**config.mk**
```make
export PLATFORM = sky130hd
export DESIGN_NAME = gyhh_csr
export DESIGN_NICKNAME = d
export VERILOG_FILES = /design/src/rtl/gyhh_pkg.sv /design/src/rtl/gyhh_csr.sv
export SDC_FILE = /design/constraint.sdc
export NUM_CORES = 1
export LEC_CHECK = 0
export BUFFER_PORTS_ARGS = -buffer_cell sky130_fd_sc_hd__buf_2
export CORE_ASPECT_RATIO = 0.75
export CORE_MARGIN = 2
export CORE_UTILIZATION = 54
export CTS_BUF_LIST = sky130_fd_sc_hd__clkbuf_16
export DETAILED_ROUTE_END_ITERATION = 8
export PLACE_DENSITY = 0.82
export SYNTH_ARGS = -nofsm -noshare
export SYNTH_HDL_FRONTEND = slang
export SYNTH_SLANG_ARGS = --single-unit
```
**constraint.sdc**
```tcl
create_clock -name clock -period 2.6 [get_ports clock]
set_input_delay 0.39 -clock clock [delete_from_list [all_inputs] [get_ports clock]]
set_output_delay 0.39 -clock clock [all_outputs]
set_load 0.05 [all_outputs]
```
**src/rtl/gyhh_pkg.sv**
```systemverilog
package gyhh_pkg;

   localparam logic [24:0] ONE_Q24 = 25'h100_0000;

   localparam logic [9:0]  TARGET_SPEED_RESET = 10'd0;
   localparam logic [15:0] DURATION_MS_RESET  = 16'd0;
   localparam logic [24:0] PROP_GAIN_RESET    = 25'd5033;
   localparam logic [24:0] DERIV_GAIN_RESET   = 25'd16777;
   localparam logic [24:0] SMOOTH_GAIN_RESET  = 25'd13421773;

   typedef enum logic [2:0] {
      REG_TARGET_SPEED = 3'd0,
      REG_DURATION_MS  = 3'd1,
      REG_PROP_GAIN    = 3'd2,
      REG_DERIV_GAIN   = 3'd3,
      REG_SMOOTH_GAIN  = 3'd4
   } reg_index_type;

   typedef struct packed {
      logic [9:0]  target_speed;
      logic [15:0] duration_ms;
      logic [24:0] prop_gain;
      logic [24:0] deriv_gain;
      logic [24:0] smooth_gain;
   } cfg_type;

   // error and error change of one tick, plus filtered speed in Q10.24
   typedef struct packed {
      logic               finished;
      logic signed [31:0] error;
      logic signed [32:0] delta;
      logic [33:0]        speed;
   } track_type;

   // gain products in Q.24
   typedef struct packed {
      logic               finished;
      logic signed [57:0] p_term;
      logic signed [58:0] d_term;
      logic [33:0]        speed;
   } prod_type;

endpackage

```
**src/rtl/gyhh_csr.sv**
```systemverilog
module gyhh_csr (
   input  logic                 clock,
   input  logic                 reset,
   input  logic                 csr_write_en,
   input  logic [2:0]           csr_index,
   input  logic [24:0]          csr_wdata,
   output gyhh_pkg::cfg_type    cfg,
   output logic                 state_clear
);

   gyhh_pkg::cfg_type       cfg_ff;
   gyhh_pkg::cfg_type       cfg_in;
   gyhh_pkg::reg_index_type index;

   assign index = gyhh_pkg::reg_index_type'(csr_index);

   always_comb begin
      cfg_in      = cfg_ff;
      state_clear = 1'b0;
      if (csr_write_en) begin
         unique case (index)
            gyhh_pkg::REG_TARGET_SPEED: begin
               cfg_in.target_speed = csr_wdata[9:0];
               state_clear         = 1'b1;
            end
            gyhh_pkg::REG_DURATION_MS: begin
               cfg_in.duration_ms = csr_wdata[15:0];
               state_clear        = 1'b1;
            end
            gyhh_pkg::REG_PROP_GAIN: begin
               cfg_in.prop_gain = csr_wdata;
               state_clear      = 1'b1;
            end
            gyhh_pkg::REG_DERIV_GAIN: begin
               cfg_in.deriv_gain = csr_wdata;
               state_clear       = 1'b1;
            end
            gyhh_pkg::REG_SMOOTH_GAIN: begin
               cfg_in.smooth_gain = csr_wdata;
               state_clear        = 1'b1;
            end
            // unknown index: drop the write, keep the state
            default: ;
         endcase
      end
   end

   always_ff @(posedge clock) begin
      if (reset) begin
         cfg_ff.target_speed <= gyhh_pkg::TARGET_SPEED_RESET;
         cfg_ff.duration_ms  <= gyhh_pkg::DURATION_MS_RESET;
         cfg_ff.prop_gain    <= gyhh_pkg::PROP_GAIN_RESET;
         cfg_ff.deriv_gain   <= gyhh_pkg::DERIV_GAIN_RESET;
         cfg_ff.smooth_gain  <= gyhh_pkg::SMOOTH_GAIN_RESET;
      end else begin
         cfg_ff <= cfg_in;
      end
   end

   assign cfg = cfg_ff;

endmodule

```
# ---- Word-level counts from Yosys, hierarchy flattened
# Cells that the tools add are included.
dict set report totals {
  register_bits 101
  in_bits 31
  output_inout_bits 102
  elab_cells 18
}
dict set report op_classes {
  n_eq_ne 4
  n_mux 2
  n_reduce_logical 7
}
# op count
set ops {}
lappend ops {{AND reduction 2 bit} 5}
lappend ops {{== test 3 x 2 -> 1 bit, second input constant} 2}
lappend ops {{OR reduction 5 bit} 1}
lappend ops {{== test 3 x 1 -> 1 bit, second input constant} 1}
lappend ops {{== test 3 bit, second input constant} 1}
lappend ops {{zero test 3 bit} 1}
lappend ops {{2-to-1 mux 1 bit} 2}

# ---- Depth between registers and ports, before layout
dict set report logic_depth {
  ltp_word 4
  ltp_mapped 6
  mapped_depth_nobuf 2
}

# ---- Worst setup path after synthesis
# OpenSTA, ideal clock, no wires.
dict set report synth_path {
  path_type {input to output}
  startpoint {in csr_index[1]}
  endpoint {out state_clear}
  arrival_time_ns 0.942
  required_time_ns 2.210
  slack_ns 1.268
  stages 2
  n_path_buf 0
  path_cell_list {o21ai_0 > and2_1}
}
dict set report synth_between {
  elab_chain_cells 4
  word_cells_on_any_way 8
  cone_classes {4 x eq/ne; 2 x mux; 2 x reduce/logical}
}
# element line
set synth_lines {}
lappend synth_lines {{start: declaration} gyhh_csr.sv:5} ;# input logic [2:0] csr_index,
lappend synth_lines {{== test 3 x 2 -> 1 bit (tied with other cells)} gyhh_csr.sv:21} ;# unique case (index)
lappend synth_lines {{OR reduction 5 bit (no source line) (*)} --}
lappend synth_lines {{2-to-1 mux 1 bit (*)} gyhh_csr.sv:21}
lappend synth_lines {{2-to-1 mux 1 bit (*)} gyhh_csr.sv:20} ;# if (csr_write_en) begin
lappend synth_lines {{end: declaration} gyhh_csr.sv:8} ;# output logic state_clear
# Every way passes the cells marked *; elsewhere a longest branch is shown, timed or not.

# ---- Worst setup path after layout
# Same ends and word-level chain as after synthesis.

==> impl_metrics.csv <==
group,metric,value,unit
min_path,worstHoldPathType,"in -> reg",
power,fin_total_pwr,0.003174,W
clock_network,clockBufferDepth,2,
routing,ant_nets,0,
sta,setup_viol,0,
flow_run,cap_violations,0,
power,leakage,2.488,nW
sta,rsz0062_at_grt,"no",
clock_network,cts_sinks,101,
logic_synthesis,synth_area,0.004065,mm2
die,rows,27,
grt,met2_usage,37.83,%
clock_network,cts_made_buffers,9,
critical_path,worst_setup_path_start_kind,"input port",
power,power.density,629.0,mW/mm2
logic_synthesis,synthTopCellsByArea,"dfxtp_1 50%, mux2i_1 25%, nand2b_1 16%, nor2_1 3.9%, buf_2 1.2%",
logic_synthesis,ys_warn_count,0,
routing,drt_first_pass_iters,4,
grt,grt.busiest_layer,"met2",
logic_synthesis,synth_top_area_share,49.74,%
min_path,hold_start,"csr_wdata[8]",
finish,antenna_cells,0,
sta,fin_crit,1478,ps
placed_design,place_congestion,0.7705,
placed_design,io_buffer_count,132,
logic_synthesis,syn-num-nets,414,
grt,grt_overflow,0,
die,die_x,104.2,um
critical_path,criticalPathCategory,"in -> out",
outcome,status,"completed",
sta,slew_headroom,38.38,%
critical_path,crit_path_end_kind,"output port",
critical_path,cp-startpoint,"csr_index[1]",
die,die_height,79.14,um
grt,antenna_found_initial,0,
routing,avgViaCountPerCell,5.041,
sta,tns,0,ps
logic_synthesis,yosys.cell_types.count,15,
finish,finalInstanceArea,0.005046,mm2
power,ir_drop,0.2738,mV
routing,wl_per_cell,15.59,um
critical_path,r2r_start,"cfg[6]",
clock_network,cts-htree-levels,3,
clock_network,cts_tree,"done",
grt,grt_pass1_vias,2962,
sta,layout_setup_ws,1122,ps
finish,syn_to_final_growth,24.13,%
sta,period_share,56.84,%
sta,slew_viol_final,0,
grt,grt_util_met3,6.979,%
die,fp.coreArea,0.007331,mm2
grt,use_met1,29.94,%
sta,worstMarginPinSlew,923.0,ps
critical_path,rrSetupSlack,1880,ps
critical_path,cp_max_fo,9,
sta,hold_viol,0,
logic_synthesis,synth-seq-cells,101,
routing,drtIter0Drc,74,
grt,grt_pass1_wl,14990,um
placed_design,place_ws,847.1,ps
sta,fmax,676.6,MHz
finish,largest_reg_flops,101,
grt,grt_use_total,23.21,%
finish,drive_above_1_share,30.24,%
sta,whs,333.3,ps
placed_design,placed_area,0.004781,mm2
finish,nNetsFinal,533,
die,die-area,0.008245,mm2
clock_network,cts.repair.resized,0,
placed_design,dp_hpwl,6645,um
die,start_util,55.45,%
clock_network,post_cts_buffers,0,
critical_path,critPathRequiredTime,2210,ps
critical_path,crit_arrival,1090,ps
routing,detail_route.drc_violations,0,
sta,clock_skew,0,ps
die,io_pins,133,
logic_synthesis,synthCells,383,
clock_network,clock_latency,340,ps
grt,grt_max_degree,77,
logic_synthesis,yosysSeqAreaShare,49.74,%
routing,num_vias,3060,
routing,wl,9466,um
logic_synthesis,avgSynthCellArea,10.61,um2
clock_network,clkTransAtPathRegs,70,ps
clock_network,root_buffer,"clkbuf_16",
clock_network,ctsHoldBuffers,0,
logic_synthesis,yosysTopAreaCell,"dfxtp_1",
==> cell usage in the layout, fill, tap and decap left out <==
| cell | count |
|---|---|
| buf_2 | 131 |
| nand2b_1 | 101 |
| mux2i_1 | 101 |
| dfxtp_1 | 101 |
| nor2_1 | 42 |
| clkbuf_16 | 9 |
| nand4bb_1 | 3 |
| clkinvlp_4 | 3 |
| buf_4 | 3 |
| and4bb_2 | 2 |
| buf_12 | 2 |
| o21ai_0 | 1 |
| and2_1 | 1 |
| nand4b_1 | 1 |
| nor4bb_4 | 1 |
| or4b_1 | 1 |
| inv_6 | 1 |
| inv_1 | 1 |
| clkinv_2 | 1 |
==> metal layers <==
metal,part of all wire [%],up-vias
met4,1.2,0
met3,6.5,10
met5,0,-
met2,47,96
met1,46,1455
li1,-,1499
==> where the power goes <==
| group | switching [W] | internal (W) |
|---|---|---|
| sequential | 0.0000182 | 0.00158 |
| clock | 0.000578 | 0.000642 |
| combinational | 0.000240 | 0.000115 |
==> through the flow <==
step,std cells,util (%)
2_1_floorplan,383,-
3_3_place_gp,592,65.22
3_5_place_dp,592,65.22
4_1_cts,607,68.83
5_1_grt,607,68.83
6_report,607,68.83
==> kinds of logic after synthesis <==
| logic type | synth area share, % |
|---|---|
| buffers and inverters | 3.540 |
| AND/OR/NAND/NOR | 21.73 |
| flip-flops | 49.74 |
| multiplexers | 24.87 |
| AO/OA/AOI/OAI | 0.1230 |
==> cell type report <==
type / instances / area [um2]
tap: 101 / 126.4
clock buffer: 9 / 225.2
multi-input combinational: 254 / 1914
clock inverter: 6 / 40.04
sequential: 101 / 2022
fill: 594 / 2285
timing repair buffer: 136 / 718.2
==> worst paths after layout <==
path / end / cells past startpoint
worst max-delay path: state_clear / 4
worst min-delay path: cfg[33] / 3
worst max register to register: cfg[6] / 2
worst min register to register: cfg[79] / 2
==> cells in the mapped netlist <==
cell type,count
mux2i_1,101
or4b_1,1
dfxtp_1,101
buf_4,5
buf_6,1
o21ai_0,1
nand4bb_1,3
nand2b_1,101
nor2_1,42
and4bb_2,2
and2_1,1
buf_2,10
nor4bb_1,1
nand4b_1,1
clkbuf_1,12
==> worst max-delay path: stages <==
cell	delay [ps]
buf_2	150
o21ai_0	150
and2_1	130
buf_2	250
Power figures use the tool's default switching activity.
