===== src/rtl/gyhh_pkg.sv =====
package gyhh_pkg;

   localparam logic [24:0] ONE_Q24 = 25'h100_0000;

   localparam logic [9:0]  TARGET_SPEED_RESET = 10'd0;
   localparam logic [15:0] DURATION_MS_RESET  = 16'd0;
   localparam logic [24:0] PROP_GAIN_RESET    = 25'd5033;
   localparam logic [24:0] DERIV_GAIN_RESET   = 25'd16777;
   localparam logic [24:0] SMOOTH_GAIN_RESET  = 25'd13421773;

   typedef enum logic [2:0] {
      REG_TARGET_SPEED = 3'd0,
      REG_DURATION_MS  = 3'd1,
      REG_PROP_GAIN    = 3'd2,
      REG_DERIV_GAIN   = 3'd3,
      REG_SMOOTH_GAIN  = 3'd4
   } reg_index_type;

   typedef struct packed {
      logic [9:0]  target_speed;
      logic [15:0] duration_ms;
      logic [24:0] prop_gain;
      logic [24:0] deriv_gain;
      logic [24:0] smooth_gain;
   } cfg_type;

   // error and error change of one tick, plus filtered speed in Q10.24
   typedef struct packed {
      logic               finished;
      logic signed [31:0] error;
      logic signed [32:0] delta;
      logic [33:0]        speed;
   } track_type;

   // gain products in Q.24
   typedef struct packed {
      logic               finished;
      logic signed [57:0] p_term;
      logic signed [58:0] d_term;
      logic [33:0]        speed;
   } prod_type;

endpackage


===== src/rtl/gyhh_out.sv =====
module gyhh_out (
   input  logic                clock,
   input  logic                reset,
   input  logic                prd_valid,
   output logic                prd_ready,
   input  gyhh_pkg::prod_type  prd,
   output logic                rsp_valid,
   input  logic                rsp_ready,
   output logic signed [15:0]  rsp_left_drive,
   output logic signed [15:0]  rsp_right_drive,
   output logic                rsp_finished
);

   logic                rsp_valid_ff;
   logic signed [15:0]  left_ff;
   logic signed [15:0]  right_ff;
   logic                finished_ff;
   logic signed [15:0]  left_in;
   logic signed [15:0]  right_in;
   logic signed [59:0]  corr;
   logic signed [60:0]  speed_s;
   logic signed [60:0]  left_q24;
   logic signed [60:0]  right_q24;

   // truncate Q.24 toward zero, then clamp to 16 bits
   function automatic logic signed [15:0] drive_sat(input logic signed [60:0] q24);
      logic signed [36:0] whole;
      whole = 37'(q24 >>> 24);
      if (q24[60] && (q24[23:0] != '0)) begin
         whole = whole + 37'sd1;
      end
      if (whole > 37'sd32767) begin
         return 16'sh7FFF;
      end else if (whole < -37'sd32768) begin
         return 16'sh8000;
      end
      return whole[15:0];
   endfunction

   assign prd_ready = !rsp_valid_ff || rsp_ready;

   always_comb begin
      corr      = 60'(prd.p_term) + 60'(prd.d_term);
      speed_s   = {27'b0, prd.speed};
      left_q24  = speed_s - 61'(corr);
      right_q24 = speed_s + 61'(corr);
      if (prd.finished) begin
         left_in  = '0;
         right_in = '0;
      end else begin
         left_in  = drive_sat(left_q24);
         right_in = drive_sat(right_q24);
      end
   end

   always_ff @(posedge clock) begin
      if (reset) begin
         rsp_valid_ff <= 1'b0;
      end else if (prd_ready) begin
         rsp_valid_ff <= prd_valid;
      end
   end

   always_ff @(posedge clock) begin
      if (prd_valid && prd_ready) begin
         left_ff     <= left_in;
         right_ff    <= right_in;
         finished_ff <= prd.finished;
      end
   end

   assign rsp_valid       = rsp_valid_ff;
   assign rsp_left_drive  = left_ff;
   assign rsp_right_drive = right_ff;
   assign rsp_finished    = finished_ff;

endmodule


===== config.mk =====
export PLATFORM = sky130hd
export DESIGN_NAME = gyhh_out
export DESIGN_NICKNAME = d
export VERILOG_FILES = /design/src/rtl/gyhh_pkg.sv /design/src/rtl/gyhh_out.sv
export SDC_FILE = /design/constraint.sdc
export NUM_CORES = 1
export LEC_CHECK = 0
export BUFFER_PORTS_ARGS = -buffer_cell sky130_fd_sc_hd__buf_2
export CORE_UTILIZATION = 40
export DETAILED_ROUTE_END_ITERATION = 12
export PLACE_DENSITY = 0.58
export SYNTH_ARGS = -nofsm -noshare
export SYNTH_HDL_FRONTEND = slang
export SYNTH_SLANG_ARGS = --single-unit

===== constraint.sdc =====
create_clock -name clock -period 9.51 [get_ports clock]
set_input_delay 0.4755 -clock clock [delete_from_list [all_inputs] [get_ports clock]]
set_output_delay 0.4755 -clock clock [all_outputs]
set_load 0.1 [all_outputs]

### Word level (Yosys, flattened, before mapping)

Index checks and enable logic that the tools add are counted.

* bits of input ports: 156
* register bits: 34
* output and inout port bits: 35

* magnitude comparators: 4
* muxes and demuxes: 16
* reduce and logical (&&, ||, !) cells: 7
* $add $sub $neg: 5

Operators by type and width (count)
* $mux W37: 4
* $mux W16: 6
* $add A37 B2 Y37 const B: 2
* $gt A37 B16 Y1 const B: 2
* $lt A37 B16 Y1 const B: 2
* $add A35 B60 Y61: 1
* $sub A35 B60 Y61: 1
* $add A58 B59 Y60: 1
* $reduce_bool A24 Y1: 2
* $mux W1: 6
* $logic_and A1 B1 Y1: 3
* $logic_not A1 Y1: 1
* $logic_or A1 B1 Y1: 1

### Logic depth before layout (Yosys ltp)

* depth in word-level cells: 11
* depth in mapped cells: 31
* depth with buffers taken out: 29

### Worst setup path after synthesis

Ideal clock, no wire load.

* path kind: input to register
* start: in prd[34] (netlist bit)
* end: reg left_ff[9], in the netlist rsp_left_drive[9] (data pin)
* setup slack: 2108 ps
* setup time: 283 ps
* required time: 9227 ps
* path buffers: 3
* cell stages on the path: 27
* arrival: 7118 ps
* cells stage by stage: ha_1 -> inv_1 -> fa_1 -> nand2b_1 -> a21oi_2 -> a221oi_4 -> or4_4 -> nand2_1 -> xor2_1 -> ha_1 -> clkbuf_1 -> o31ai_1 -> a2111oi_0 -> o31ai_1 -> a21o_1 -> clkbuf_1 -> xnor2_1 -> or3b_1 -> or3_1 -> nor4_4 -> nand3_2 -> mux2i_1 -> or3_1 -> a211o_1 -> nor4_4 -> buf_6 -> o32ai_1

* cells in the longest elaborated chain, start to end: 11
* elaborated cells on any way between the ends: 14
* classes of those cells: 3 x add/sub; 2 x order compare; 7 x mux; 2 x reduce/logical

RTL lines
* start: declaration: RTL line gyhh_out.sv:6 `input gyhh_pkg::prod_type prd,`
* $add A58 B59 Y60 (*): RTL line gyhh_out.sv:43 `corr = 60'(prd.p_term) + 60'(prd.d_term);`
* $sub A35 B60 Y61 (*): RTL line gyhh_out.sv:45 `left_q24 = speed_s - 61'(corr);`
* branches (longest 2 deep; another with $add A37 B2 Y37)
* $mux W37 (*): RTL line gyhh_out.sv:29 `if (q24[60] && (q24[23:0] != '0)) begin`
* $mux W37 (*): RTL line gyhh_out.sv:47 `if (prd.finished) begin`
* $lt A37 B16 Y1: RTL line gyhh_out.sv:34 `end else if (whole < -37'sd32768) begin`
* $mux W1: RTL line gyhh_out.sv:34
* $mux W1: RTL line gyhh_out.sv:32 `if (whole > 37'sd32767) begin`
* $mux W1: RTL line gyhh_out.sv:47
* $mux W16 (*): RTL line gyhh_out.sv:37 `return whole[15:0];`
* end signal: assignment: RTL line gyhh_out.sv:66 `left_ff <= left_in;`
* end: declaration: RTL line gyhh_out.sv:15 `logic signed [15:0] left_ff;`

Every way passes the cells marked *. The select of a mux whose other input is x is not followed.
A chain may end at the register's enable or synchronous reset.

### Worst setup path in the final report

* start: in prd[47] (netlist bit)
* end: reg right_ff[0], in the netlist rsp_right_drive[0] (data pin)

* cells in the longest elaborated chain, start to end: 11
* elaborated cells on any way between the ends: 14
* classes of those cells: 3 x add/sub; 2 x order compare; 7 x mux; 2 x reduce/logical

RTL lines
* $add A58 B59 Y60 (*): RTL line gyhh_out.sv:43
* $add A35 B60 Y61 (*): RTL line gyhh_out.sv:46 `right_q24 = speed_s + 61'(corr);`
* branches (longest 2 deep; another with $add A37 B2 Y37)
* $mux W37 (*): RTL line gyhh_out.sv:29
* $mux W37 (*): RTL line gyhh_out.sv:47
* $lt A37 B16 Y1: RTL line gyhh_out.sv:34
* $mux W1: RTL line gyhh_out.sv:34
* $mux W1: RTL line gyhh_out.sv:32
* $mux W1: RTL line gyhh_out.sv:47
* $mux W16 (*): RTL line gyhh_out.sv:37
* end signal: assignment: RTL line gyhh_out.sv:67 `right_ff <= right_in;`
* end: declaration: RTL line gyhh_out.sv:16 `logic signed [15:0] right_ff;`

Marked as above.

==> flow_summary.json <==
{
  "area_growth_pct": 9.32,
  "synth.most_common_cell": "nor2_1",
  "via_per_inst": 6.47,
  "grt_max_degree": 34,
  "nFillCells": 3783,
  "postCtsSetupRepairBufs": 0,
  "finalMaxSlewViolations": 0,
  "first_pass_iters": 5,
  "worstPathMaxFanout": 15,
  "io_pins": 191,
  "crit_slowest_cell": "or4b_2",
  "arrival_ns": 8.51,
  "min_path_type": "primary input to register",
  "row_count": 69,
  "yosys-top-cells-count": "nor2_1 (190), a21oi_1 (178), nand2_1 (177)",
  "grt_pass1_vias": 15538,
  "setup_viol": 0,
  "final_layout_size_suffix_gt1_frac": 0.146,
  "vias": 17364,
  "synth_area_mm2": 0.0147,
  "dieArea_mm2": 0.0376,
  "syn_area_per_cell_um2": 7.00,
  "p_per_area_mw_per_mm2": 159,
  "critical_path.top_delay_family": "simple AND/OR/NAND/NOR gates",
  "synth_top_area_frac": 0.110,
  "rsz0062_at_grt": "no",
  "hold_buffers": 0,
  "cp_common_cell": "nand4_1",
  "synth_area_leaders": "ha_1 (11%), xnor2_1 (7.3%), edfxtp_1 (6.7%)",
  "ys_seq_elements": 34,
  "ctsLongestPathBuffers": 2,
  "p_leak_nw": 6.22,
  "worstSetupPathType": "primary input to register",
  "clockRootBuffer": "clkbuf_16",
  "syn-num-nets": 2393,
  "clock_latency_ns": 0.28,
  "globalRoute.totalOverflow": 0,
  "cts-buffers-inserted": 5,
  "period_minus_slack_ns": 8.52,
  "rrSetupSlack_ns": 8.25,
  "cp_data_required_time_ns": 9.50,
  "die_x_um": 194,
  "internal_power_w": 0.00102,
  "drt_iter0_drc": 1726,
  "vdd_ir_drop_max_mv": 0.0848,
  "avgRoutedWirePerCell_um": 22.1,
  "fin_crit_sh": 0.896,
  "antenna_found_initial": 2,
  "synthCells": 2104,
  "critPathCaptureType": "register",
  "p_sw_frac": 0.602,
  "synth.distinct_cells": 114,
  "switching_power_w": 0.00154,
  "max_stage_delay_ns": 0.66,
  "power.share.clock": 0.070,
  "nNetsFinal": 2508,
  "io_buffer_count": 190,
  "start_util": 0.410,
  "clock.fmax_mhz": 117,
  "synth_largest_area_cell": "ha_1",
  "grtUsageTotal": 0.299,
  "core_area_mm2": 0.0359,
  "seqCellArea_mm2": 0.00101,
  "ctsHtreeMaxLevel": 2,
  "fin_util": 0.448,
  "fp.dieH_um": 194,
  "yosys_warnings": 0,
  "cts_tree": "done",
  "slew_headroom": 0.286,
  "tightest_slew_ns": 1.06,
  "p_comb_frac": 0.853,
  "critPathLaunchType": "primary input",
  "hold_violations": 0,
  "gp_congestion": 0.988,
  "clkSinkCount": 34,
  "timing.setup.tns_ns": 0,
  "pwr-share-seq": 0.077,
  "maxCapViolations": 0,
  "status": "finished, final reports clean",
  "finalWirelength_um": 59200,
  "grt_pass1_wl_um": 90400,
  "worst-path-buf-inv": 2,
  "fin_skew_ns": 0.00334,
  "multi_input_area_mm2": 0.0129,
  "synth_enable_flop_cells": 33,
  "clk_pin_slew_worst_paths_ns": 0.05,
  "async_reset_ff_frac": 0,
  "yosysSeqAreaShare": 0.0687,
  "synth_ff_type": "edfxtp_1",
  "post-dp-hpwl_um": 50600,
  "cts.repair.resized": 0,
  "final_antenna_net_count": 0,
  "drc": 0
}
area by class of cell:
| cell class | instances | area share |
|---|---|---|
| multi-input combinational | 1876 | 0.800 |
| timing repair buffer | 215 | 0.0707 |
| sequential | 34 | 0.0628 |
| tap | 461 | 0.0358 |
| inverter | 87 | 0.0203 |
| clock buffer | 5 | 0.00777 |
| clock inverter | 2 | 0.00210 |
| antenna | 2 | 0.000311 |
per-layer routing:
layer	part of all wire	up-vias	wire [µm]	track usage
met2	0.43	823	25500	0.466
li1	-	8217	-	-
met1	0.48	8269	28300	0.444
met4	0.015	0	905	0.0509
met5	0	-	0	0
met3	0.077	55	4530	0.0332
stage by stage:
step | instances | instance area, µm² | setup slack, ns | total power, W | hold WS (ns)
finish | 2682 | 16100 | 0.992 | 0.00256 | 0.348
global route | 2682 | 16100 | 0.534 | 0.00273 | 0.348
CTS | 2680 | 16100 | 1.13 | 0.00251 | 0.348
detailed placement | 2673 | 15900 | 0.833 | 0.00232 | 0.522
global placement | 2673 | 15900 | 0.792 | 0.00232 | 0.487
floorplan | 2104 | 14700 | 2.11 | 0.00177 | 0.545
kinds of logic (layout without fill, tap and decap cells):
group	after synthesis	count (layout)	share of synthesized area
muxes	16	16	0.0112
AOI/OAI and AO/OA	674	674	0.321
buffers and inverters	194	309	0.0566
adders and majority gates	133	133	0.115
other	0	2	0
xor gates and xnor gates	174	174	0.105
and+or+nand+nor	879	879	0.324
DFF	34	34	0.0687
state kept, by name, summed over array words and instances, names as in the netlist:
signal,cells
rsp_finished,1
rsp_left_drive,16
rsp_right_drive,16
rsp_valid,1
final timing paths:
| check | start | end | cells past startpoint |
|---|---|---|---|
| worst max-delay path | prd[47] | rsp_right_drive[0]$_SDFFCE_PP0P_ | 26 |
| worst min-delay path | reset | rsp_valid$_SDFFE_PP0N_ | 2 |
| worst max register to register | rsp_valid$_SDFFE_PP0N_ | rsp_left_drive[15]$_SDFFCE_PP0P_ | 3 |
| worst min register to register | rsp_valid$_SDFFE_PP0N_ | rsp_valid$_SDFFE_PP0N_ | 2 |
power by group through the flow:
stage	sequential [W]	clock (W)	combinational [W]
3_3_place_gp	0.000201	0	0.00212
3_5_place_dp	0.000202	0	0.00212
4_1_cts	0.000199	0.000180	0.00213
6_report	0.000198	0.000178	0.00219
5_1_grt	0.000200	0.000186	0.00234
2_1_floorplan	0.000341	0	0.00143
layout by cell type, fill, tap and decap left out, types with 41 or more instances in the layout:
cell     netlist  layout
nor2_1       190     190
o21ai_0      101     101
xor2_1        49      49
xnor2_1      123     123
nand4_1       82      82
nor3_1        79      79
nand2_1      177     177
inv_1         86      86
nor4_1        41      41
nand3_1       52      52
buf_2         48     190
a21oi_1      178     178
ha_1         130     130
worst register-to-register path: cells and delay by family (launching register included):
kind,cells,cell delay (ns)
buf+inv,1,0.36
flops,1,0.31
simple gates,2,0.23
No activity file was read; power rests on OpenSTA's default activity.
